==> src/ibs_pkg.sv <==
// ----------------------------------------------------------------------------
// ibs_pkg: shared types and constants of the issue bundle selector
// Candidate record, selector states and configuration register indexes.
// ----------------------------------------------------------------------------
package ibs_pkg;

  localparam int unsigned MaxCandsDef  = 16;
  localparam int unsigned WaveSlotsDef = 64;
  localparam int unsigned NumKinds     = 7;
  localparam logic [2:0]  NoGroup      = 3'd7;

  // configuration register indexes
  localparam logic [1:0] RegOrderMode  = 2'd0;
  localparam logic [1:0] RegTypeLimits = 2'd1;
  localparam logic [1:0] RegGrpLimits  = 2'd2;
  localparam logic [1:0] RegTypeGrpMap = 2'd3;

  localparam logic [27:0] TypeLimitsRst = 28'h1111111;
  localparam logic [27:0] GrpLimitsRst  = 28'h1111111;
  localparam logic [20:0] TypeGrpMapRst = 21'd1754760;

  typedef struct packed {
    logic        ready;
    logic [5:0]  wave;
    logic [2:0]  kind;
    logic [15:0] age;
    logic [7:0]  ident;
  } cand_t;

  typedef enum logic [2:0] {
    BkIdle,
    BkMod,
    BkWalk,
    BkEmit,
    BkNone
  } bk_state_e;

endpackage

==> src/ibs_front.sv <==
// ----------------------------------------------------------------------------
// ibs_front: candidate loader
// Accepts candidate beats into the store, counts them, flags overflow and
// pushes a bundle descriptor into a small queue when a set closes.
// ----------------------------------------------------------------------------
module ibs_front #(
  parameter int unsigned MaxCands = ibs_pkg::MaxCandsDef,
  localparam int unsigned CntW = $clog2(MaxCands + 1),
  localparam int unsigned IdxW = $clog2(MaxCands)
) (
  input  logic               clk_i,
  input  logic               rst_ni,
  input  logic               in_valid,
  output logic               in_ready,
  input  ibs_pkg::cand_t     cand_i,
  input  logic [7:0]         start_cursor_i,
  input  logic               set_end_i,
  // store write port toward the back end
  output logic               wr_en_o,
  output logic [IdxW-1:0]    wr_idx_o,
  // bundle descriptor queue, one entry
  output logic               bq_valid_o,
  input  logic               bq_ready_i,
  output logic [CntW-1:0]    bq_count_o,
  output logic [7:0]         bq_cursor_o,
  output logic               bq_ovf_o
);

  logic [CntW-1:0] cnt_q, cnt_d;
  logic            ovf_q, ovf_d;
  logic            bq_valid_q;
  logic [CntW-1:0] bq_count_q;
  logic [7:0]      bq_cursor_q;
  logic            bq_ovf_q;
  logic            acc, full;

  // the store is shared, so loading waits while a set is queued or selected
  assign in_ready = !bq_valid_q && bq_ready_i;
  assign acc      = in_valid && in_ready;
  assign full     = (cnt_q == CntW'(MaxCands));
  assign wr_en_o  = acc && !full;
  assign wr_idx_o = cnt_q[IdxW-1:0];

  // fill count and overflow for the set being loaded
  always_comb begin
    cnt_d = cnt_q;
    ovf_d = ovf_q;
    if (acc) begin
      if (set_end_i) begin
        cnt_d = '0;
        ovf_d = 1'b0;
      end else if (full) begin
        ovf_d = 1'b1;
      end else begin
        cnt_d = cnt_q + CntW'(1);
      end
    end
  end

  always_ff @(posedge clk_i or negedge rst_ni) begin
    if (!rst_ni) begin
      cnt_q      <= '0;
      ovf_q      <= 1'b0;
      bq_valid_q <= 1'b0;
    end else begin
      cnt_q <= cnt_d;
      ovf_q <= ovf_d;
      if (acc && set_end_i) bq_valid_q <= 1'b1;
      else if (bq_ready_i)  bq_valid_q <= 1'b0;
    end
  end

  // descriptor payload
  always_ff @(posedge clk_i) begin
    if (acc && set_end_i) begin
      bq_count_q  <= full ? cnt_q : cnt_q + CntW'(1);
      bq_cursor_q <= start_cursor_i;
      bq_ovf_q    <= ovf_q || full;
    end
  end

  assign bq_valid_o  = bq_valid_q;
  assign bq_count_o  = bq_count_q;
  assign bq_cursor_o = bq_cursor_q;
  assign bq_ovf_o    = bq_ovf_q;

endmodule

==> src/ibs_back.sv <==
// ----------------------------------------------------------------------------
// ibs_back: greedy selector
// Reduces the cursor, walks the candidates one at a time in round robin or
// oldest first order, applies wave, type and group limits and emits picks.
// ----------------------------------------------------------------------------
module ibs_back #(
  parameter int unsigned MaxCands  = ibs_pkg::MaxCandsDef,
  parameter int unsigned WaveSlots = ibs_pkg::WaveSlotsDef,
  localparam int unsigned CntW = $clog2(MaxCands + 1),
  localparam int unsigned IdxW = $clog2(MaxCands)
) (
  input  logic             clk_i,
  input  logic             rst_ni,
  input  logic             wr_en_i,
  input  logic [IdxW-1:0]  wr_idx_i,
  input  ibs_pkg::cand_t   wr_cand_i,
  input  logic             bq_valid_i,
  output logic             bq_ready_o,
  input  logic [CntW-1:0]  bq_count_i,
  input  logic [7:0]       bq_cursor_i,
  input  logic             bq_ovf_i,
  input  logic             order_mode_i,
  input  logic [27:0]      type_limits_i,
  input  logic [27:0]      grp_limits_i,
  input  logic [20:0]      type_grp_map_i,
  output logic             out_valid,
  input  logic             out_ready,
  output logic [7:0]       picked_ident_o,
  output logic             has_pick_o,
  output logic [3:0]       next_cursor_o,
  output logic             overflow_seen_o,
  output logic             bundle_end_o
);

  localparam int unsigned WsW  = (WaveSlots > 1) ? $clog2(WaveSlots) : 1;
  localparam int unsigned ModW = CntW + 7;

  // candidate store, in flip-flops
  ibs_pkg::cand_t store_q [MaxCands];

  always_ff @(posedge clk_i) begin
    if (wr_en_i) store_q[wr_idx_i] <= wr_cand_i;
  end

  ibs_pkg::bk_state_e state_q, state_d;
  logic [CntW-1:0]  count_q;
  logic [7:0]       rem_q;
  logic [2:0]       sh_q;
  logic [ModW-1:0]  mod_sub;
  logic [IdxW-1:0]  pos_q;
  logic [CntW-1:0]  step_q;
  logic             mode_q, ovf_q;
  logic [MaxCands-1:0] visited_q;
  logic [WaveSlots-1:0] wave_used_q;
  logic [4:0]       tuse_q [ibs_pkg::NumKinds];
  logic [4:0]       guse_q [8];
  logic [IdxW-1:0]  start_q;
  logic             any_q;
  // pending pick, held until the next one or bundle end
  logic             pend_q;
  logic [7:0]       pend_id_q;
  // output register
  logic             ov_q;
  logic [7:0]       o_id_q;
  logic             o_has_q, o_end_q, o_ovf_q;
  logic [3:0]       o_cur_q;

  // oldest-first position: sequential min search is costly; use a small
  // registered scan per step instead: scan sub-state
  logic             scan_q;
  logic [IdxW-1:0]  scan_i_q, best_q;
  logic             found_q;

  ibs_pkg::cand_t cur;
  logic [2:0]  kind, grp;
  logic [3:0]  tlim, glim;
  logic [WsW-1:0] wslot;
  logic [WsW-1:0] slot_tab [64];
  logic        take;
  logic [IdxW-1:0] walk_pos;
  logic        out_free;
  logic [3:0]  nc;

  assign out_free = !ov_q || out_ready;

  // wave to tracking slot, a constant table over all wave numbers
  for (genvar g = 0; g < 64; g++) begin : g_slot
    assign slot_tab[g] = WsW'(g % WaveSlots);
  end

  // shifted count for the cursor reduction
  assign mod_sub = ModW'(count_q) << sh_q;

  // position currently examined by the greedy test
  assign walk_pos = mode_q ? best_q : pos_q;
  assign cur      = store_q[walk_pos];
  assign kind     = cur.kind;
  assign grp      = (kind == 3'd7) ? ibs_pkg::NoGroup : type_grp_map_i[3*kind+:3];
  assign wslot    = slot_tab[cur.wave];

  always_comb begin
    tlim = (kind == 3'd7) ? 4'd0 : type_limits_i[4*kind+:4];
    glim = (grp == ibs_pkg::NoGroup) ? 4'd0 : grp_limits_i[4*grp+:4];
    take = cur.ready && (kind != 3'd7) && !wave_used_q[wslot]
           && (tuse_q[kind[2:0] == 3'd7 ? 3'd0 : kind] < {1'b0, tlim})
           && (guse_q[grp] < {1'b0, glim});
  end

  // next cursor for this bundle
  always_comb begin
    nc = '0;
    if (!mode_q) begin
      if (any_q || (take && state_q == ibs_pkg::BkWalk && !scan_q))
        nc = 4'((CntW'(start_q) + CntW'(1) == count_q) ? '0 : start_q + IdxW'(1));
      else
        nc = 4'(start_q);
    end
  end

  logic walk_now, last_step, emit_now;
  assign walk_now  = (state_q == ibs_pkg::BkWalk) && !scan_q;
  assign last_step = (step_q + CntW'(1) == count_q);
  // a new pick pushes the previous one out
  assign emit_now  = walk_now && take && pend_q;

  always_comb begin
    state_d = state_q;
    unique case (state_q)
      ibs_pkg::BkIdle: if (bq_valid_i) state_d = ibs_pkg::BkMod;
      ibs_pkg::BkMod:  if ({1'b0, rem_q} < 9'(count_q)) state_d = ibs_pkg::BkWalk;
      ibs_pkg::BkWalk: if (walk_now && last_step && (!emit_now || out_free))
                         state_d = ibs_pkg::BkEmit;
      ibs_pkg::BkEmit: if (out_free) state_d = ibs_pkg::BkIdle;
      ibs_pkg::BkNone: state_d = ibs_pkg::BkIdle;
      default:         state_d = ibs_pkg::BkIdle;
    endcase
  end

  assign bq_ready_o = (state_q == ibs_pkg::BkIdle);

  logic stall;
  assign stall = emit_now && !out_free;

  always_ff @(posedge clk_i or negedge rst_ni) begin
    if (!rst_ni) begin
      state_q <= ibs_pkg::BkIdle;
      ov_q    <= 1'b0;
      pend_q  <= 1'b0;
      any_q   <= 1'b0;
      scan_q  <= 1'b0;
    end else begin
      state_q <= state_d;
      unique case (state_q)
        ibs_pkg::BkIdle: begin
          if (bq_valid_i) begin
            count_q     <= bq_count_i;
            rem_q       <= bq_cursor_i;
            sh_q        <= 3'd7;
            mode_q      <= order_mode_i;
            ovf_q       <= bq_ovf_i;
            visited_q   <= '0;
            wave_used_q <= '0;
            for (int k = 0; k < int'(ibs_pkg::NumKinds); k++) tuse_q[k] <= '0;
            for (int k = 0; k < 8; k++) guse_q[k] <= '0;
            step_q      <= '0;
            pend_q      <= 1'b0;
            any_q       <= 1'b0;
          end
        end
        ibs_pkg::BkMod: begin
          // cursor mod count by shifted compare and subtract, at most 8 steps
          if ({1'b0, rem_q} >= 9'(count_q)) begin
            if (ModW'(rem_q) >= mod_sub) rem_q <= rem_q - mod_sub[7:0];
            sh_q <= sh_q - 3'd1;
          end else begin
            start_q  <= IdxW'(rem_q);
            pos_q    <= IdxW'(rem_q);
            scan_q   <= mode_q;
            scan_i_q <= '0;
            found_q  <= 1'b0;
          end
        end
        ibs_pkg::BkWalk: begin
          if (scan_q) begin
            // oldest-first search, one stored candidate a cycle
            if (!visited_q[scan_i_q]) begin
              if (!found_q ||
                  store_q[scan_i_q].age < store_q[best_q].age ||
                  (store_q[scan_i_q].age == store_q[best_q].age &&
                   store_q[scan_i_q].ident < store_q[best_q].ident)) begin
                best_q <= scan_i_q;
              end
              found_q <= 1'b1;
            end
            if (CntW'(scan_i_q) + CntW'(1) == count_q) scan_q <= 1'b0;
            else scan_i_q <= scan_i_q + IdxW'(1);
          end else if (!stall) begin
            if (take) begin
              wave_used_q[wslot] <= 1'b1;
              tuse_q[kind]       <= tuse_q[kind] + 5'd1;
              guse_q[grp]        <= guse_q[grp] + 5'd1;
              pend_q             <= 1'b1;
              pend_id_q          <= cur.ident;
              any_q              <= 1'b1;
            end
            if (mode_q) visited_q[best_q] <= 1'b1;
            step_q   <= step_q + CntW'(1);
            pos_q    <= (CntW'(pos_q) + CntW'(1) == count_q) ? '0 : pos_q + IdxW'(1);
            scan_q   <= mode_q;
            scan_i_q <= '0;
            found_q  <= 1'b0;
          end
        end
        ibs_pkg::BkEmit: ;
        ibs_pkg::BkNone: ;
        default: ;
      endcase
      if (emit_now && out_free) begin
        // emit the previous pick when a newer one arrives
        ov_q    <= 1'b1;
        o_id_q  <= pend_id_q;
        o_has_q <= 1'b1;
        o_end_q <= 1'b0;
        o_ovf_q <= ovf_q;
        o_cur_q <= nc;
      end else if (state_q == ibs_pkg::BkEmit && out_free) begin
        // final beat of the bundle
        ov_q    <= 1'b1;
        o_id_q  <= pend_q ? pend_id_q : 8'd0;
        o_has_q <= pend_q;
        o_end_q <= 1'b1;
        o_ovf_q <= ovf_q;
        o_cur_q <= nc;
      end else if (out_ready) begin
        ov_q    <= 1'b0;
      end
    end
  end

  assign out_valid       = ov_q;
  assign picked_ident_o  = o_id_q;
  assign has_pick_o      = o_has_q;
  assign next_cursor_o   = o_cur_q;
  assign overflow_seen_o = o_ovf_q;
  assign bundle_end_o    = o_end_q;

endmodule

==> src/issue_bundle_selector_unit.sv <==
// ----------------------------------------------------------------------------
// issue_bundle_selector_unit: greedy issue bundle arbiter
// Loads candidates, then selects ready ones per wave, type and group limits.
// ----------------------------------------------------------------------------
// channel | handshake            | payload
// in      | in_valid / in_ready  | is_ready, wave_number, issue_kind, age_key,
//         |                      | cand_ident, start_cursor, set_end
// out     | out_valid/out_ready  | picked_ident, has_pick, next_cursor,
//         |                      | overflow_seen, bundle_end
// cfg     | cfg_we               | cfg_idx, cfg_data
// Candidates load one per cycle while the selector is idle and no set waits;
// a closed set waits in a one-entry queue until the selector takes it.
// Selection: cursor reduction by shifted subtract, then one walk step per
// candidate (oldest first adds a scan before each step), then a closing beat.
// Reset clears all control state; the store needs no clearing.
// A stalled output holds the walk; input stays blocked until the set is done.
module issue_bundle_selector_unit #(
  parameter int unsigned MaxCands  = ibs_pkg::MaxCandsDef,
  parameter int unsigned WaveSlots = ibs_pkg::WaveSlotsDef
) (
  input  logic        clk_i,
  input  logic        rst_ni,
  input  logic        in_valid,
  output logic        in_ready,
  input  logic        is_ready_i,
  input  logic [5:0]  wave_number_i,
  input  logic [2:0]  issue_kind_i,
  input  logic [15:0] age_key_i,
  input  logic [7:0]  cand_ident_i,
  input  logic [7:0]  start_cursor_i,
  input  logic        set_end_i,
  output logic        out_valid,
  input  logic        out_ready,
  output logic [7:0]  picked_ident_o,
  output logic        has_pick_o,
  output logic [3:0]  next_cursor_o,
  output logic        overflow_seen_o,
  output logic        bundle_end_o,
  input  logic        cfg_we,
  input  logic [1:0]  cfg_idx,
  input  logic [27:0] cfg_data
);

  localparam int unsigned CntW = $clog2(MaxCands + 1);
  localparam int unsigned IdxW = $clog2(MaxCands);

  logic        mode_q;
  logic [27:0] tlim_q, glim_q;
  logic [20:0] map_q;

  // configuration registers
  always_ff @(posedge clk_i or negedge rst_ni) begin
    if (!rst_ni) begin
      mode_q <= 1'b0;
      tlim_q <= ibs_pkg::TypeLimitsRst;
      glim_q <= ibs_pkg::GrpLimitsRst;
      map_q  <= ibs_pkg::TypeGrpMapRst;
    end else if (cfg_we) begin
      unique case (cfg_idx)
        ibs_pkg::RegOrderMode:  mode_q <= cfg_data[0];
        ibs_pkg::RegTypeLimits: tlim_q <= cfg_data;
        ibs_pkg::RegGrpLimits:  glim_q <= cfg_data;
        ibs_pkg::RegTypeGrpMap: map_q  <= cfg_data[20:0];
        default: ;
      endcase
    end
  end

  ibs_pkg::cand_t cand;
  assign cand = '{ready: is_ready_i, wave: wave_number_i, kind: issue_kind_i,
                  age: age_key_i, ident: cand_ident_i};

  logic            wr_en, bq_valid, bq_ready, bq_ovf;
  logic [IdxW-1:0] wr_idx;
  logic [CntW-1:0] bq_count;
  logic [7:0]      bq_cursor;

  ibs_front #(.MaxCands(MaxCands)) u_front (
    .clk_i, .rst_ni, .in_valid, .in_ready, .cand_i(cand),
    .start_cursor_i, .set_end_i,
    .wr_en_o(wr_en), .wr_idx_o(wr_idx),
    .bq_valid_o(bq_valid), .bq_ready_i(bq_ready),
    .bq_count_o(bq_count), .bq_cursor_o(bq_cursor), .bq_ovf_o(bq_ovf)
  );

  ibs_back #(.MaxCands(MaxCands), .WaveSlots(WaveSlots)) u_back (
    .clk_i, .rst_ni, .wr_en_i(wr_en), .wr_idx_i(wr_idx), .wr_cand_i(cand),
    .bq_valid_i(bq_valid), .bq_ready_o(bq_ready),
    .bq_count_i(bq_count), .bq_cursor_i(bq_cursor), .bq_ovf_i(bq_ovf),
    .order_mode_i(mode_q), .type_limits_i(tlim_q), .grp_limits_i(glim_q),
    .type_grp_map_i(map_q),
    .out_valid, .out_ready, .picked_ident_o, .has_pick_o, .next_cursor_o,
    .overflow_seen_o, .bundle_end_o
  );

endmodule

==> config.mk <==
export PLATFORM = sky130hd
export DESIGN_NAME = issue_bundle_selector_unit
export DESIGN_NICKNAME = d
export VERILOG_FILES = /design/src/ibs_pkg.sv /design/src/ibs_front.sv /design/src/ibs_back.sv /design/src/issue_bundle_selector_unit.sv
export SDC_FILE = /design/constraint.sdc
export NUM_CORES = 1
export LEC_CHECK = 0
export ABC_CLOCK_PERIOD_IN_PS = 9550
export BUFFER_PORTS_ARGS = -buffer_cell sky130_fd_sc_hd__buf_2
export CORE_UTILIZATION = 30
export CTS_BUF_LIST = sky130_fd_sc_hd__clkbuf_16
export CTS_CLUSTER_DIAMETER = 50
export DETAILED_ROUTE_END_ITERATION = 8
export SLEW_MARGIN = 20
export SYNTH_ARGS = -nofsm -noshare
export SYNTH_HDL_FRONTEND = slang
export SYNTH_SLANG_ARGS = --single-unit
==> constraint.sdc <==
create_clock -name clk_i -period 9.55 [get_ports clk_i]
set_input_delay 0.955 -clock clk_i [delete_from_list [all_inputs] [get_ports clk_i]]
set_output_delay 0.955 -clock clk_i [all_outputs]
set_load 0.005 [all_outputs]
==> impl_results.md <==
* Status: completed
* RR Startpoint: u_back.mode_q
* Post-synth EDFFs at 776
* CTS buffer count at 107
* Crit share post-route at around 93%
* CTS H-tree depth at 3
* PwrDens at 257 mW/mm^2
* Initial antenna violation count at 19
* Maximum clock path buffer count at 3
* Area grow syn2layout at 14.9%
* Fmax at 113 MHz
* Leakage at ~17 nW
* Placed cells at 4678
* Critical path fanouts, max at 35
* Number of hold violations in the final report at 0
* Startpoint Class: flop
* Clk_skew at 25.3 ps
* Proportion of layout cells with a drive suffix above 1 at 27.1%
* Cell variety after synth at a little under 90
* Nets@finish at a little over 3000
* Clock root cell: clkbuf_16
* First-pass DRT Iterations at 6
* DRC at 0
* Total gr overflow at 0
* Die Y-Extent at ~380 um
* Post-Layout Cell Count at 4886
* Largest net degree at the start of global routing at just under 90
* Worst EP arrival at 9170 ps
* Maximum VDD drop at around 0.21 mV
* RSZ-0062 raised after global routing: no
* Worst Tran Pin Value at approximately 1000 ps
* DR WL/cell at 23.4 um
* Pre-CTS setup slack at -37.6 ps
* Synth async-reset ratio at roughly 10%
* Avg Cell Area, Syn at 15.1 sq um
* Clk sinks at 879
* Die ar. at 0.143 sq mm
* Routed vias/inst at between 5 and 6
* Max Cap Viol at 0
* FF-to-FF path depth at 25
* Hpwl dp at 70900 um
* Drt first-iter violations at 2787
* CP Class: reg2reg
* Slew Viols, Final at 0
* # IOs at 95
* Ys Warns at 0
* Fin crit period at around 8900 ps
* Sequential element share of the synthesized area at 60.9%
* Hold_buf cts at 0
* Worst hold margin at 208 ps
* Type of the tightest min-delay check: in2async
* Worst-path clk slew at 60 ps
* Number of global-route vias before repair at 25735
* Reg2Reg Capture Point: u_back.tuse_q[2][0]
* PortBufs at 94
* Clock Latency Late Sink at a little over 700 ps
* Register-to-Register Setup Slack at 690 ps
* Final WL at about 110000 um
* Row cnt at 137
* Antenna viol nets, final at 0
* Crit path launch: u_back.mode_q
* Cells after Synth at 2803
* Overall Power at 0.0126 W
* CP Data Required Time at 9860 ps
* Post-route setup slack at ~690 ps
* Capture point of the critical path: u_back.tuse_q[2][0]
* Setup Viol. Count Final at 0
* Final Core Density at 34.8%
* Die Wd at around 380 um
* Predominant post-synthesis flop cell: edfxtp_1
* CTS tree: yes
* Relative slew slack at 29.7%
* CP endpoint kind: flop
* Core Area at between 0.1 and 0.15 sq mm
* Vias at 26116
* GRT Total Usage at between 15 and 20%
* First-pass GRT wire length at 171000 um
* Starting Density at 30.3%
* Post-Syn Area at ~0.042 sq mm
* #FFs+latches synth at 879
* Routability cong. at about 0.90
==> synthesized netlist by cell type (all sizes together), types with 6 or more instances <==
master	count	area, sq um
and3	23	144
a21oi	90	450
nor2	214	803
o221ai	6	52.6
dfrtp	67	1680
xor2	14	123
o2111ai	9	78.8
nand3	68	345
buf	70	310
nor4	12	96.3
o211ai	13	111
edfxtp	776	23300
nor3b	7	57.6
nand2	213	802
dfstp	23	604
a21o	13	97.6
clkbuf	110	413
or3	8	50.1
dfxtp	13	260
mux4	294	6620
o2bb2ai	12	105
a221oi	6	52.6
a32oi	25	219
o22ai	7	43.8
o21ai	75	375
nand4	17	106
and2	31	194
xnor2	26	228
nand3b	10	75.1
a32o	7	70.1
o32ai	6	52.6
ha	57	713
a22oi	7	52.6
a211o	6	52.6
mux2i	69	691
inv	75	282
a31oi	49	307
nor2b	10	62.6
nor3	46	235
nand2b	16	100
a211oi	12	95.1
o21a	14	105
a221o	8	80.1
mux2	107	1220
==> where the power goes <==
group	internal, W	leakage [nW]	switching (W)
clock network	0.00222	1.77	0.00167
logic	0.00156	6.60	0.00220
registers	0.00461	8.15	0.000300
==> routing by layer <==
layer	GRT usage, %	up-vias	share of wire [%]
met1	21.6	13537	42
met5	0	-	0.17
met2	25.6	942	48
met3	3.29	202	7.2
met4	4.61	28	2.6
li1	-	11407	-
==> placed cells by master (no fill, tap or decap), types with 12 or more instances in the layout <==
cell and count:
a21o_1 13, a21oi_1 89, a31oi_1 49, a32oi_1 25, and2_1 15, and2_2 16
and3_1 23, buf_2 93, buf_4 87, clkbuf_16 110, clkinv_1 15, clkinv_2 13
dfrtp_1 67, dfstp_2 23, edfxtp_1 776, ha_1 57, inv_1 100, mux2_2 103
mux2i_1 67, mux4_2 294, nand2_1 212, nand2b_1 16, nand3_1 67, nand4_1 17
nor2_1 214, nor3_1 43, o211ai_1 12, o21a_1 14, o21ai_0 69, o2bb2ai_1 12
xnor2_1 26, xor2_1 14
==> final cells by class <==
class / count / area (sq um)
fill: 13363 / 91300
sequential: 879 / 25900
multi-input combinational: 1672 / 15700
clock buffer: 110 / 2750
tap: 1876 / 2350
timing repair buffer: 180 / 1120
clock inverter: 88 / 661
inverter: 76 / 289
antenna: 5 / 12.5
==> cell families (layout without fill, tap and decap cells) <==
kind of cell    Yosys count  after routing  synth area share, %
fa+ha+maj                58             58                 1.73
compound gates          407            407                 6.53
xor+xnor                 40             40                0.825
flops                   879            879                 60.9
other cells               1             10              0.00883
buf+inv                 256            454                 2.38
simple gates            692            692                 7.58
mux                     470            470                 20.1
==> registers in the layout, summed over array words and instances (netlist names), 16 cells and up, named ones only <==
| register | cells |
|---|---|
| u_back.store_q | 544 |
| u_back.visited_q | 16 |
| glim_q | 28 |
| u_back.tuse_q | 40 |
| map_q | 21 |
| u_back.wave_used_q | 64 |
| tlim_q | 28 |
| u_back.guse_q | 40 |
==> critical path, stage by stage (launching register included) <==
cell and delay [ps]:
edfxtp_1 350, buf_4 180, buf_4 220, o32ai_1 830
a32oi_1 280, and3_1 290, nor2_1 160, buf_4 220
nor4_2 110, or4_4 730, mux2_1 390, a221oi_1 260
o22a_1 280, inv_1 90, ha_1 310, a21oi_1 150
o22ai_1 90, or4_1 470, a21oi_1 170, o41ai_1 100
a211oi_1 320, nand4_1 180, nor4_1 620, and4b_1 590
nand2_4 350, o21ai_0 710
==> worst min-delay path by stage <==
stage / endpoint / slack [ps]
2_1_floorplan: u_back.count_q[0] / 400
3_3_place_gp: u_back.ovf_q / 400
3_5_place_dp: u_back.count_q[1] / 410
4_1_cts: glim_q[6] / 190
5_1_grt: glim_q[6] / 200
6_report: mode_q / 210
==> repair_timing <==
item | in CTS | in global routing
pin swaps | 0 | 0
endpoints found under the setup margin | 5 | 70
cloned | 0 | 0
setup buffers | 5 | 0
gates resized for setup | 0 | 6
==> stage by stage <==
step	setup TNS, ps	area [sq um]
3_5_place_dp	-188	45300
5_1_grt	0	48800
6_report	0	48800
4_1_cts	0	48700
3_3_place_gp	0	45300
2_1_floorplan	0	42500
No activity file was read; power rests on OpenSTA's default activity.
